File: config.mk
export PLATFORM = sky130hd
export DESIGN_NAME = cau_iter
export DESIGN_NICKNAME = d
export VERILOG_FILES = /design/src/rtl/core/cau_pkg.sv /design/src/rtl/core/cau_iter.sv
export SDC_FILE = /design/constraint.sdc
export NUM_CORES = 1
export LEC_CHECK = 0
export BUFFER_PORTS_ARGS = -buffer_cell sky130_fd_sc_hd__buf_2
export CAP_MARGIN = 0
export CORE_AREA = 5 5 280 282
export CTS_CLUSTER_DIAMETER = 30
export DETAILED_ROUTE_END_ITERATION = 7
export DIE_AREA = 0 0 285 287
export REMOVE_ABC_BUFFERS = 1
export SLEW_MARGIN = 5
export SYNTH_ARGS = -nofsm -noshare
export SYNTH_HDL_FRONTEND = slang
export SYNTH_SLANG_ARGS = --single-unit
File: constraint.sdc
create_clock -name clock -period 8.1 [get_ports clock]
set_input_delay 1.62 -clock clock [delete_from_list [all_inputs] [get_ports clock]]
set_output_delay 1.62 -clock clock [all_outputs]
set_load 0.02 [all_outputs]
File: src/rtl/core/cau_pkg.sv
// Shared types and operation codes for the complex arithmetic unit.
`default_nettype none

package cau_pkg;

   // Operation codes carried with each request.
   typedef enum logic [2:0] {
      OP_ADD = 3'd0,
      OP_SUB = 3'd1,
      OP_MUL = 3'd2,
      OP_DIV = 3'd3,
      OP_MAG = 3'd4
   } op_type;

   // Control that travels alongside the data in every pipeline stage.
   typedef struct packed {
      logic   valid;
      op_type op;
      logic   dz;
      logic   neg_re;
      logic   neg_im;
   } ctl_type;

endpackage

`default_nettype wire

File: src/rtl/core/cau_iter.sv
// One digit stage shared by the two quotient lanes and the square root.
`default_nettype none

module cau_iter #(
   parameter int W = 32,
   parameter int F = 16,
   parameter int K = 0
) (
   input  wire logic          clock,
   input  wire logic          reset,
   input  wire logic          adv,
   input  wire cau_pkg::ctl_type up_ctl,
   input  wire logic [3*W+F:0] up_rem_a,
   input  wire logic [3*W+F:0] up_rem_b,
   input  wire logic [W:0]    up_q_a,
   input  wire logic [W:0]    up_q_b,
   input  wire logic [2*W-1:0] up_den,
   output cau_pkg::ctl_type   dn_ctl,
   output logic [3*W+F:0]     dn_rem_a,
   output logic [3*W+F:0]     dn_rem_b,
   output logic [W:0]         dn_q_a,
   output logic [W:0]         dn_q_b,
   output logic [2*W-1:0]     dn_den
);

   localparam int DW = 3 * W + F + 1;

   cau_pkg::ctl_type ctl_ff;
   logic [DW-1:0]    rem_a_ff, rem_b_ff, rem_a_in, rem_b_in;
   logic [W:0]       q_a_ff, q_b_ff, q_a_in, q_b_in;
   logic [2*W-1:0]   den_ff;
   logic [DW-1:0]    dsh, root_t, tgt_a;
   logic             is_div, is_mag, take_a, take_b;

   // Lane a divides or extracts one root digit; lane b only divides.
   always_comb begin
      is_div   = (up_ctl.op == cau_pkg::OP_DIV);
      is_mag   = (up_ctl.op == cau_pkg::OP_MAG);
      dsh      = DW'(up_den) << K;
      root_t   = (DW'(up_q_a) << (K + 1)) + (DW'(1) << (2 * K));
      tgt_a    = is_mag ? root_t : dsh;
      take_a   = (is_div || is_mag) && (up_rem_a >= tgt_a);
      take_b   = is_div && (up_rem_b >= dsh);
      rem_a_in = take_a ? up_rem_a - tgt_a : up_rem_a;
      rem_b_in = take_b ? up_rem_b - dsh : up_rem_b;
      q_a_in    = up_q_a;
      q_a_in[K] = take_a;
      q_b_in    = up_q_b;
      q_b_in[K] = take_b;
   end

   always_ff @(posedge clock) begin
      if (reset) begin
         ctl_ff <= '0;
      end else if (adv) begin
         ctl_ff <= up_ctl;
      end
   end

   always_ff @(posedge clock) begin
      if (adv) begin
         rem_a_ff <= rem_a_in;
         rem_b_ff <= rem_b_in;
         q_a_ff   <= q_a_in;
         q_b_ff   <= q_b_in;
         den_ff   <= up_den;
      end
   end

   assign dn_ctl   = ctl_ff;
   assign dn_rem_a = rem_a_ff;
   assign dn_rem_b = rem_b_ff;
   assign dn_q_a   = q_a_ff;
   assign dn_q_b   = q_b_ff;
   assign dn_den   = den_ff;

endmodule

`default_nettype wire

==> results_dict.tcl <==
set metrics [dict create \
    grt_max_degree 157 \
    drt-total-wl_mm 101 \
    clk_pin_slew_ns 0.04 \
    fmax_mhz 160 \
    htreeDepth 3 \
    p_total_uw 8040 \
    vias 22500 \
    wire_per_inst_um 23.4 \
    r2r_slack_ns 7.50 \
    yosys.cell_types.count 75 \
    drive_above_1_share_pct 28.9 \
    grt_usage_pct 23.1 \
    start_kind "primary input" \
    ant_nets 0 \
    syn2layout_area_growth_pct 34.9 \
    worstRegToRegCells 2 \
    hold_path_class "reg -> reg" \
    rsz0062_at_grt "no" \
    sw_frac_of_total_pct 29.6 \
    placed_cell_area_um2 28100 \
    finalCritPeriodShare_pct 77.4 \
    synth_top_area_share_pct 45.4 \
    gp_congestion 0.961 \
    ys_ff_latch 363 \
    ctsResizeCount 0 \
    min_delay_worst_endpoint "dn_ctl[4]$_SDFFE_PP0P_" \
    synth_edf_count 356 \
    relSlewSlack_pct 24.4 \
    tightestPinTransition_ns 1.11 \
    ys.flop_type "edfxtp_1" \
    multiInputGateArea_um2 11800 \
    holdPathStages 2 \
    yosysWarnings 0 \
    antenna_found_initial 26 \
    postLayoutCellArea_um2 31700 \
    skew_ns 0 \
    cts_inserted_buffers 103 \
    outcome "finished, final reports clean" \
    start_util_pct 31.2 \
    rr_startpoint "dn_ctl[0]$_SDFFE_PP0P_" \
    max-clock-path-buffers 3 \
    holdBufCountCts 0 \
    power_frac_seq_pct 28.8 \
    grt_remaining_overflow 0 \
    cp_data_required_time_ns 8.48 \
    vdd_drop_max_v 0.000149 \
    hold-worst-slack_ns 0.489 \
    critPathMaxFanout 30 \
    drtIter0Drc 1724 \
    yosys-top-cells-area "edfxtp_1, ha_1, nand2_1, a21oi_1, o21ai_0" \
    syn_area_um2 23500 \
    p_int_uw 5660 \
    reg2reg_to "dn_ctl[0]$_SDFFE_PP0P_" \
    cts_tree "yes" \
    die_h_um 287 \
    hold_viol_final 0 \
    power_density_nw_per_um2 253 \
    leakage_uw 0.0135 \
    drv_cap 0 \
    clkPwrFrac_pct 51.8 \
    grt_pass1_vias 21800 \
    synth_async_sr_flop_share_pct 0 \
    io-pin-count 729 \
    synth-seq-area-share_pct 46.0 \
    min_from "dn_ctl[4]$_SDFFE_PP0P_" \
    rows 101 \
    cts_setup_buffers 0 \
    combPwrFrac_pct 19.4 \
    critPathKind "in -> reg" \
    clk_latency_ns 0.63 \
    firstDrtPassIters 5 \
    synthesis.instances 2475 \
    power_switching_uw 2380 \
    die_w_um 285 \
    nets 3700 \
    synth_area_leader_cell "edfxtp_1" \
    drt-vias-per-instance 5.26 \
    drc 0 \
    period_needed_ns 6.27 \
    die_area_um2 81800 \
    register_area_um2 10800 \
    arrival_ns 6.65 \
    clock-sinks 363 \
    core-area_um2 75400 \
    tns_ns 0 \
    io_buffer_count 727 \
    dp_hpwl_mm 81.5 \
    drv_slew 0 \
    synth.avg_cell_area_um2 9.51 \
    cts_root_buf "clkbuf_16" \
    grt_pass1_wl_mm 143 \
    setup_violations 0 \
    crit_path_end_kind "register" \
    fill_cells 7535 \
]
## cell usage in the layout, fill, tap and decap left out, types with 17 or more instances in the layout
cell type	count
xnor2_1	120
clkbuf_1	17
xor2_1	93
o21bai_1	41
o31ai_1	20
or4_1	20
a21o_1	59
nand3_1	46
buf_2	726
a21oi_1	218
nand2_1	317
or3_1	35
or2_2	17
inv_1	116
clkinvlp_4	20
clkbuf_16	104
o21a_1	17
diode_2	17
nor3_1	72
ha_1	128
o21ai_0	218
nand4_1	56
nor4_1	36
edfxtp_1	356
nor2_1	170
## worst max-delay path by stage
stage | start | end
floorplan | up_ctl[3] | dn_rem_a[59]$_DFFE_PP_
global placement | up_ctl[3] | dn_rem_a[108]$_DFFE_PP_
detailed placement | up_ctl[3] | dn_rem_a[100]$_DFFE_PP_
CTS | up_ctl[3] | dn_rem_a[100]$_DFFE_PP_
global route | up_ctl[3] | dn_rem_a[100]$_DFFE_PP_
finish | up_ctl[3] | dn_rem_a[100]$_DFFE_PP_
## flip-flops by register name, indices dropped and copies added, names as in the netlist
name      cells
dn_q_b       33
dn_q_a       33
dn_den       64
dn_rem_b    113
dn_rem_a    113
dn_ctl        7
## stage by stage
stage | utilization (%) | cells | setup slack, ns
6_report | 42.1 | 4288 | 1.83
5_1_grt | 42.0 | 4283 | 1.53
3_3_place_gp | 37.2 | 4077 | 1.22
3_5_place_dp | 37.2 | 4077 | 1.19
2_1_floorplan | - | 2358 | 0.996
4_1_cts | 42.0 | 4271 | 1.88
## critical path, cell delays in order
cell and delay [ns]:
buf_2 0.12, nor2_1 0.14, and2_2 0.69, nor2_1 0.08, a21oi_1 0.35, ha_1 0.33, nor2b_1 0.15, o31a_1 0.27
o31ai_1 0.53, a21bo_2 0.30, a21oi_1 0.11, a21oi_1 0.47, a21bo_4 0.44, inv_2 0.30, o2111ai_1 0.40, nor3_1 0.12
xor2_1 0.18
## cells in the mapped netlist, drive strengths merged, types with 7 or more instances
master / count
a211o: 8
a211oi: 17
a21boi: 12
a21o: 59
a21oi: 218
a31oi: 15
and2: 8
and3: 9
buf: 21
clkbuf: 96
dfxtp: 7
edfxtp: 356
ha: 128
inv: 117
mux2i: 9
nand2: 317
nand2b: 15
nand3: 46
nand4: 56
nor2: 170
nor2b: 9
nor3: 72
nor4: 38
o21a: 17
o21ai: 220
o21bai: 41
o31ai: 20
or2: 17
or3: 35
or4: 22
xnor2: 120
xor2: 93
## cell type report
| type | count | share of cell area (%) |
|---|---|---|
| clock buffers | 122 | 8.45 |
| multi-input cells | 1878 | 37.1 |
| diodes | 17 | 0.134 |
| inverters | 117 | 1.38 |
| repair buffers | 741 | 11.9 |
| flip-flops and latches | 363 | 34.1 |
| well taps | 978 | 3.86 |
| clock inverters | 72 | 2.99 |
## metal layers
metal	global-route usage (%)	share of wire, %
met1	31.0	43
met2	37.6	47
met3	4.47	6.6
met4	8.01	3.3
met5	0	0.013
## cells by family after synthesis
group	after synthesis	share of synthesized area, %
AND/OR/NAND/NOR	838	16.9
AO/OA/AOI/OAI	682	17.5
flip-flops	363	46.0
buffers and inverters	234	3.98
XOR/XNOR	213	7.93
adder cells (fa/ha/maj)	130	6.98
multiplexers	15	0.670
## power groups by stage
stage	Combinational, µW	Sequential (µW)	Clock [µW]
floorplan	689	2560	0
global placement	1550	2340	0
detailed placement	1550	2340	0
CTS	1550	2310	4230
global route	1680	2330	4350
finish	1560	2310	4170
Power figures use the tool's default switching activity.
