$ cat config.mk
export PLATFORM = sky130hd
export DESIGN_NAME = cau_back
export DESIGN_NICKNAME = d
export VERILOG_FILES = /design/src/rtl/core/cau_pkg.sv /design/src/rtl/core/cau_back.sv
export SDC_FILE = /design/constraint.sdc
export NUM_CORES = 1
export LEC_CHECK = 0
export ABC_AREA = 1
export ABC_CLOCK_PERIOD_IN_PS = 10700
export BUFFER_PORTS_ARGS = -buffer_cell sky130_fd_sc_hd__buf_4
export CORE_UTILIZATION = 40
export DETAILED_ROUTE_END_ITERATION = 6
export HOLD_SLACK_MARGIN = 0.06
export PLACE_DENSITY = 0.72
export RECOVER_POWER = 100
export SYNTH_ARGS = -nofsm -noshare
export SYNTH_HDL_FRONTEND = slang
export SYNTH_SLANG_ARGS = --single-unit
$ cat constraint.sdc
create_clock -name clock -period 10.7 [get_ports clock]
set_clock_uncertainty 0.05 [all_clocks]
set_input_delay 1.605 -clock clock [delete_from_list [all_inputs] [get_ports clock]]
set_output_delay 1.605 -clock clock [all_outputs]
set_load 0.005 [all_outputs]
$ cat src/rtl/core/cau_pkg.sv
// Shared types and operation codes for the complex arithmetic unit.
`default_nettype none

package cau_pkg;

   // Operation codes carried with each request.
   typedef enum logic [2:0] {
      OP_ADD = 3'd0,
      OP_SUB = 3'd1,
      OP_MUL = 3'd2,
      OP_DIV = 3'd3,
      OP_MAG = 3'd4
   } op_type;

   // Control that travels alongside the data in every pipeline stage.
   typedef struct packed {
      logic   valid;
      op_type op;
      logic   dz;
      logic   neg_re;
      logic   neg_im;
   } ctl_type;

endpackage

`default_nettype wire

$ cat src/rtl/core/cau_back.sv
// Back end: picks each part's magnitude, rounds the root, saturates, registers the response.
`default_nettype none

module cau_back #(
   parameter int W = 32,
   parameter int F = 16
) (
   input  wire logic               clock,
   input  wire logic               reset,
   input  wire logic               adv,
   input  wire cau_pkg::ctl_type   up_ctl,
   input  wire logic [3*W+F:0]     up_rem_a,
   input  wire logic [3*W+F:0]     up_rem_b,
   input  wire logic [W:0]         up_q_a,
   input  wire logic [W:0]         up_q_b,
   output logic                    rsp_valid,
   output logic signed [W-1:0]     rsp_res_real,
   output logic signed [W-1:0]     rsp_res_imag,
   output logic                    rsp_div_by_zero,
   output logic                    rsp_saturated
);

   localparam int DW = 3 * W + F + 1;
   localparam logic [DW-1:0] TOP = DW'(1) << (W - 1);

   // First stage: magnitude of each part, with round to nearest on the root.
   cau_pkg::ctl_type c1_ff;
   logic [DW-1:0]    m_re_ff, m_im_ff, m_re_in, m_im_in;

   always_comb begin
      unique case (up_ctl.op)
         cau_pkg::OP_ADD, cau_pkg::OP_SUB, cau_pkg::OP_MUL: begin
            m_re_in = up_rem_a;
            m_im_in = up_rem_b;
         end
         cau_pkg::OP_DIV: begin
            m_re_in = DW'(up_q_a);
            m_im_in = DW'(up_q_b);
         end
         cau_pkg::OP_MAG: begin
            m_re_in = DW'(up_q_a) + DW'(up_rem_a > DW'(up_q_a));
            m_im_in = '0;
         end
         default: begin
            m_re_in = '0;
            m_im_in = '0;
         end
      endcase
      if (up_ctl.dz) begin
         m_re_in = '0;
         m_im_in = '0;
      end
   end

   always_ff @(posedge clock) begin
      if (reset) begin
         c1_ff <= '0;
      end else if (adv) begin
         c1_ff <= up_ctl;
      end
   end

   always_ff @(posedge clock) begin
      if (adv) begin
         m_re_ff <= m_re_in;
         m_im_ff <= m_im_in;
      end
   end

   // Second stage: clip to the signed range and restore the sign.
   logic [DW-1:0]   lim_re, lim_im, mag_re, mag_im;
   logic            sat_re, sat_im;
   logic [W-1:0]    w_re, w_im;
   logic            valid_ff;
   logic signed [W-1:0] res_re_ff, res_im_ff, res_re_in, res_im_in;
   logic            dz_ff, sat_ff;

   always_comb begin
      lim_re    = c1_ff.neg_re ? TOP : TOP - DW'(1);
      lim_im    = c1_ff.neg_im ? TOP : TOP - DW'(1);
      sat_re    = m_re_ff > lim_re;
      sat_im    = m_im_ff > lim_im;
      mag_re    = sat_re ? lim_re : m_re_ff;
      mag_im    = sat_im ? lim_im : m_im_ff;
      w_re      = mag_re[W-1:0];
      w_im      = mag_im[W-1:0];
      res_re_in = c1_ff.neg_re ? -w_re : w_re;
      res_im_in = c1_ff.neg_im ? -w_im : w_im;
   end

   always_ff @(posedge clock) begin
      if (reset) begin
         valid_ff <= 1'b0;
      end else if (adv) begin
         valid_ff <= c1_ff.valid;
      end
   end

   always_ff @(posedge clock) begin
      if (adv) begin
         res_re_ff <= res_re_in;
         res_im_ff <= res_im_in;
         dz_ff     <= c1_ff.dz;
         sat_ff    <= sat_re || sat_im;
      end
   end

   assign rsp_valid       = valid_ff;
   assign rsp_res_real    = res_re_ff;
   assign rsp_res_imag    = res_im_ff;
   assign rsp_div_by_zero = dz_ff;
   assign rsp_saturated   = sat_ff;

endmodule

`default_nettype wire

==> impl_results.md <==
* Cts bufs inserted at 35
* YS warnings at 0
* Antenna violations before repair at 9
* Commonest register cell after synthesis: edfxtp_1
* IO Port Bufs at 368
* Top cells by count, synth: 599 x nand2_1, 404 x nor2_1, 354 x inv_1
* Top Ports at 369
* Critical path arrival at 7.89 ns
* Max VDD drop at 0.0905 mV
* Pleak at 10.4 nW
* Vias at 16700
* Clk sinks at 297
* Largest net degree at the start of global routing at 198
* H-Tree Level Count at 2
* Ratio of cells with drive above 1 in the final layout at 16.7%
* Cell type with the largest total area after synthesis: edfxtp_1
* Post-synth net total at 2761
* Slew HR at -250%
* Placed cell count at 3269
* Area Overhead vs Synth at 22.7%
* Yosys reg bits at 297
* Clk slew on worst S/H paths at 0.06 ns
* GR Util All Layers at 23.3%
* Grt ovf at 0
* DRT antenna net count at 0
* Final worst slack at 3.02 ns
* Final std cells w/o fill at 3338
* Reg2reg end: rsp_res_imag[16]
* Routed WL per cell at 16.6 um
* Worst skew pair latency at 0.56 ns
* Hold_buf cts at 0
* Fill cells at 4444
* Final core utilization at 50.2%
* Max Clk Rate at 0.130 GHz
* Failing checks: max-capacitance violations, max-slew violations
* Synth cell types at 54
* First-pass GRT wire length at 85.7 mm
* Hold crit path type: flip-flop to flip-flop
* PwrDens at 131 nW/um^2
* Final Power at 2.99 mW
* RSZ-0062 raised after global routing: false
* Sum Neg Setup Slack at 0 ns
* Drt first pass iters at 5
* Vias/cell at 5.01
* Most frequent cell after synthesis: nand2_1
* EDFF count, synth at 292
* Post-CTS sizing at 0
* Critical register-to-register path startpoint: c1_ff[0]
* Final critical path time including I/O delays and setup at 7.68 ns
* Synth top area share at 46.9%
* CTS Buffer Depth at 3
* # Post-CTS Setup Buffers at 0
* Pre-CTS WS at 4.82 ns
* Post-Syn Area at 18700 um^2
* Core area at 45700 um^2
* Vias in the first global route at 16500
* DR DRC count at 0
* Worst hold path endpoint: rsp_div_by_zero
* Row cnt at 78
* CTS tree: built
* Total wire length at 55.3 mm
* Dominant cells by area after synthesis: edfxtp_1 47%, nand2_1 12%, nor2_1 8.1%, inv_1 7.1%, ha_1 6.8%
* CTS root buffer: clkbuf_16
* Tcrit/Tclk final at 71.8%
* Dpl hpwl at 42.5 mm
* Placer Congestion at 0.919
* Hold path startpoint: c1_ff[2]
* Nets at 3109
* Startpoint types: primary input
* Die footprint at 47600 um^2
* Die H at 218 um
* Req. time, crit path at 10.91 ns
* R2r worst-path depth at 22
* Initial Util at 40.9%
* Final setup viols at 0
* Ys async rst share at 0%
* Status: complete, but fails checks
* Max-slew violation count at 431
* Hold depth at 0
* Post-synthesis sequential area ratio at 47.5%
* MaxCap Viol Count at 6
* Post-Syn Instances at 2358
* Peak fanout along the critical path at 96
* Setup crit end kind: flip-flop
* Fin. Hold Viols at 0
* Reg2Reg Setup Slack at 3.44 ns
* Die Span X at 218 um
* Crit Path Class: primary input to flip-flop
* Mean post-synth cell area at 7.92 um^2
* Worst-margin pin slew at 5.25 ns
* Initial DRC count at 1094
[stage by stage]
| stage | hold WS (ns) | instance area (um^2) |
|---|---|---|
| 2_1_floorplan | 0.359 | 18700 |
| 3_3_place_gp | 0.372 | 22000 |
| 3_5_place_dp | 0.374 | 22000 |
| 4_1_cts | 0.386 | 23100 |
| 5_1_grt | 0.405 | 22900 |
| 6_report | 0.387 | 22900 |
[worst max-delay path by stage]
stage / slack, ns / start / to
2_1_floorplan: 5.73 / up_q_a[2] / m_re_ff[28]
3_3_place_gp: 4.92 / up_q_a[2] / m_re_ff[28]
3_5_place_dp: 4.82 / up_q_a[2] / m_re_ff[28]
4_1_cts: 5.41 / up_q_a[2] / m_re_ff[28]
5_1_grt: 2.50 / up_ctl[2] / m_im_ff[86]
6_report: 3.02 / up_ctl[2] / m_im_ff[86]
[cells in the final DEF, fill, tap and decap left out, drive strengths merged, types with 2 or more instances in the layout]
| cell | n |
|---|---|
| nand4 | 29 |
| nand2 | 624 |
| nand3 | 139 |
| inv | 364 |
| a211oi | 5 |
| and2 | 5 |
| nor2 | 422 |
| dfxtp | 5 |
| a21oi | 90 |
| ha | 101 |
| a221oi | 3 |
| o21ai | 68 |
| buf | 303 |
| diode | 5 |
| a31oi | 32 |
| nand3b | 13 |
| o31ai | 3 |
| clkbuf | 119 |
| nor4 | 15 |
| o21bai | 2 |
| edfxtp | 292 |
| nor3 | 27 |
| a21o | 6 |
| nor3b | 2 |
| o21a | 3 |
| or2 | 24 |
| clkinv | 21 |
| o211ai | 5 |
[power breakdown]
group	internal, mW	switching (mW)	total (mW)
Clock	0.640	0.486	1.13
Sequential	1.37	0.0332	1.41
Combinational	0.192	0.268	0.460
Total	2.21	0.787	2.99
[state kept, by name, summed over array words and instances (netlist names)]
register / count
rsp_div_by_zero: 1
m_im_ff: 113
rsp_res_imag: 32
c1_ff: 4
rsp_res_real: 32
rsp_valid: 1
m_re_ff: 113
rsp_saturated: 1
[final cells by class]
| class | count | area (um^2) | area share (%) |
|---|---|---|---|
| Inverter | 367 | 1380 | 6.01 |
| Timing Repair Buffer | 378 | 2780 | 12.1 |
| Clock inverter | 20 | 159 | 0.694 |
| Multi-Input combinational cell | 1627 | 8040 | 35.1 |
| Sequential cell | 297 | 8870 | 38.7 |
| Antenna cell | 5 | 12.5 | 0.0546 |
| Tap cell | 600 | 751 | 3.28 |
| Clock buffer | 44 | 920 | 4.01 |
[cells by family (layout without fill, tap and decap cells)]
| family | count (synthesis) | in the layout | share of synthesized area, % |
|---|---|---|---|
| simple gates | 1301 | 1301 | 29.9 |
| buf+inv | 434 | 809 | 8.98 |
| flops | 297 | 297 | 47.5 |
| compound gates | 222 | 222 | 6.73 |
| fa+ha+maj | 101 | 101 | 6.77 |
| xor+xnor | 2 | 2 | 0.0938 |
| mux | 1 | 1 | 0.0603 |
| other cells | 0 | 5 | 0 |
[layer usage]
layer	wire length [um]	track usage, %	share of wire [%]	vias to the layer above
li1	-	-	-	8361
met4	1810	9.21	3.3	10
met5	62	0	0.11	-
met1	22700	27.3	41	7719
met3	3630	5.33	6.6	116
met2	27100	40.9	49	532
[critical path, cell delays in order]
cell	delay, ns
clkbuf_1	2.38
inv_1	0.93
nand2_1	1.82
buf_4	0.91
nor2_1	0.12
Note: power is estimated with default switching activity, not from simulation.
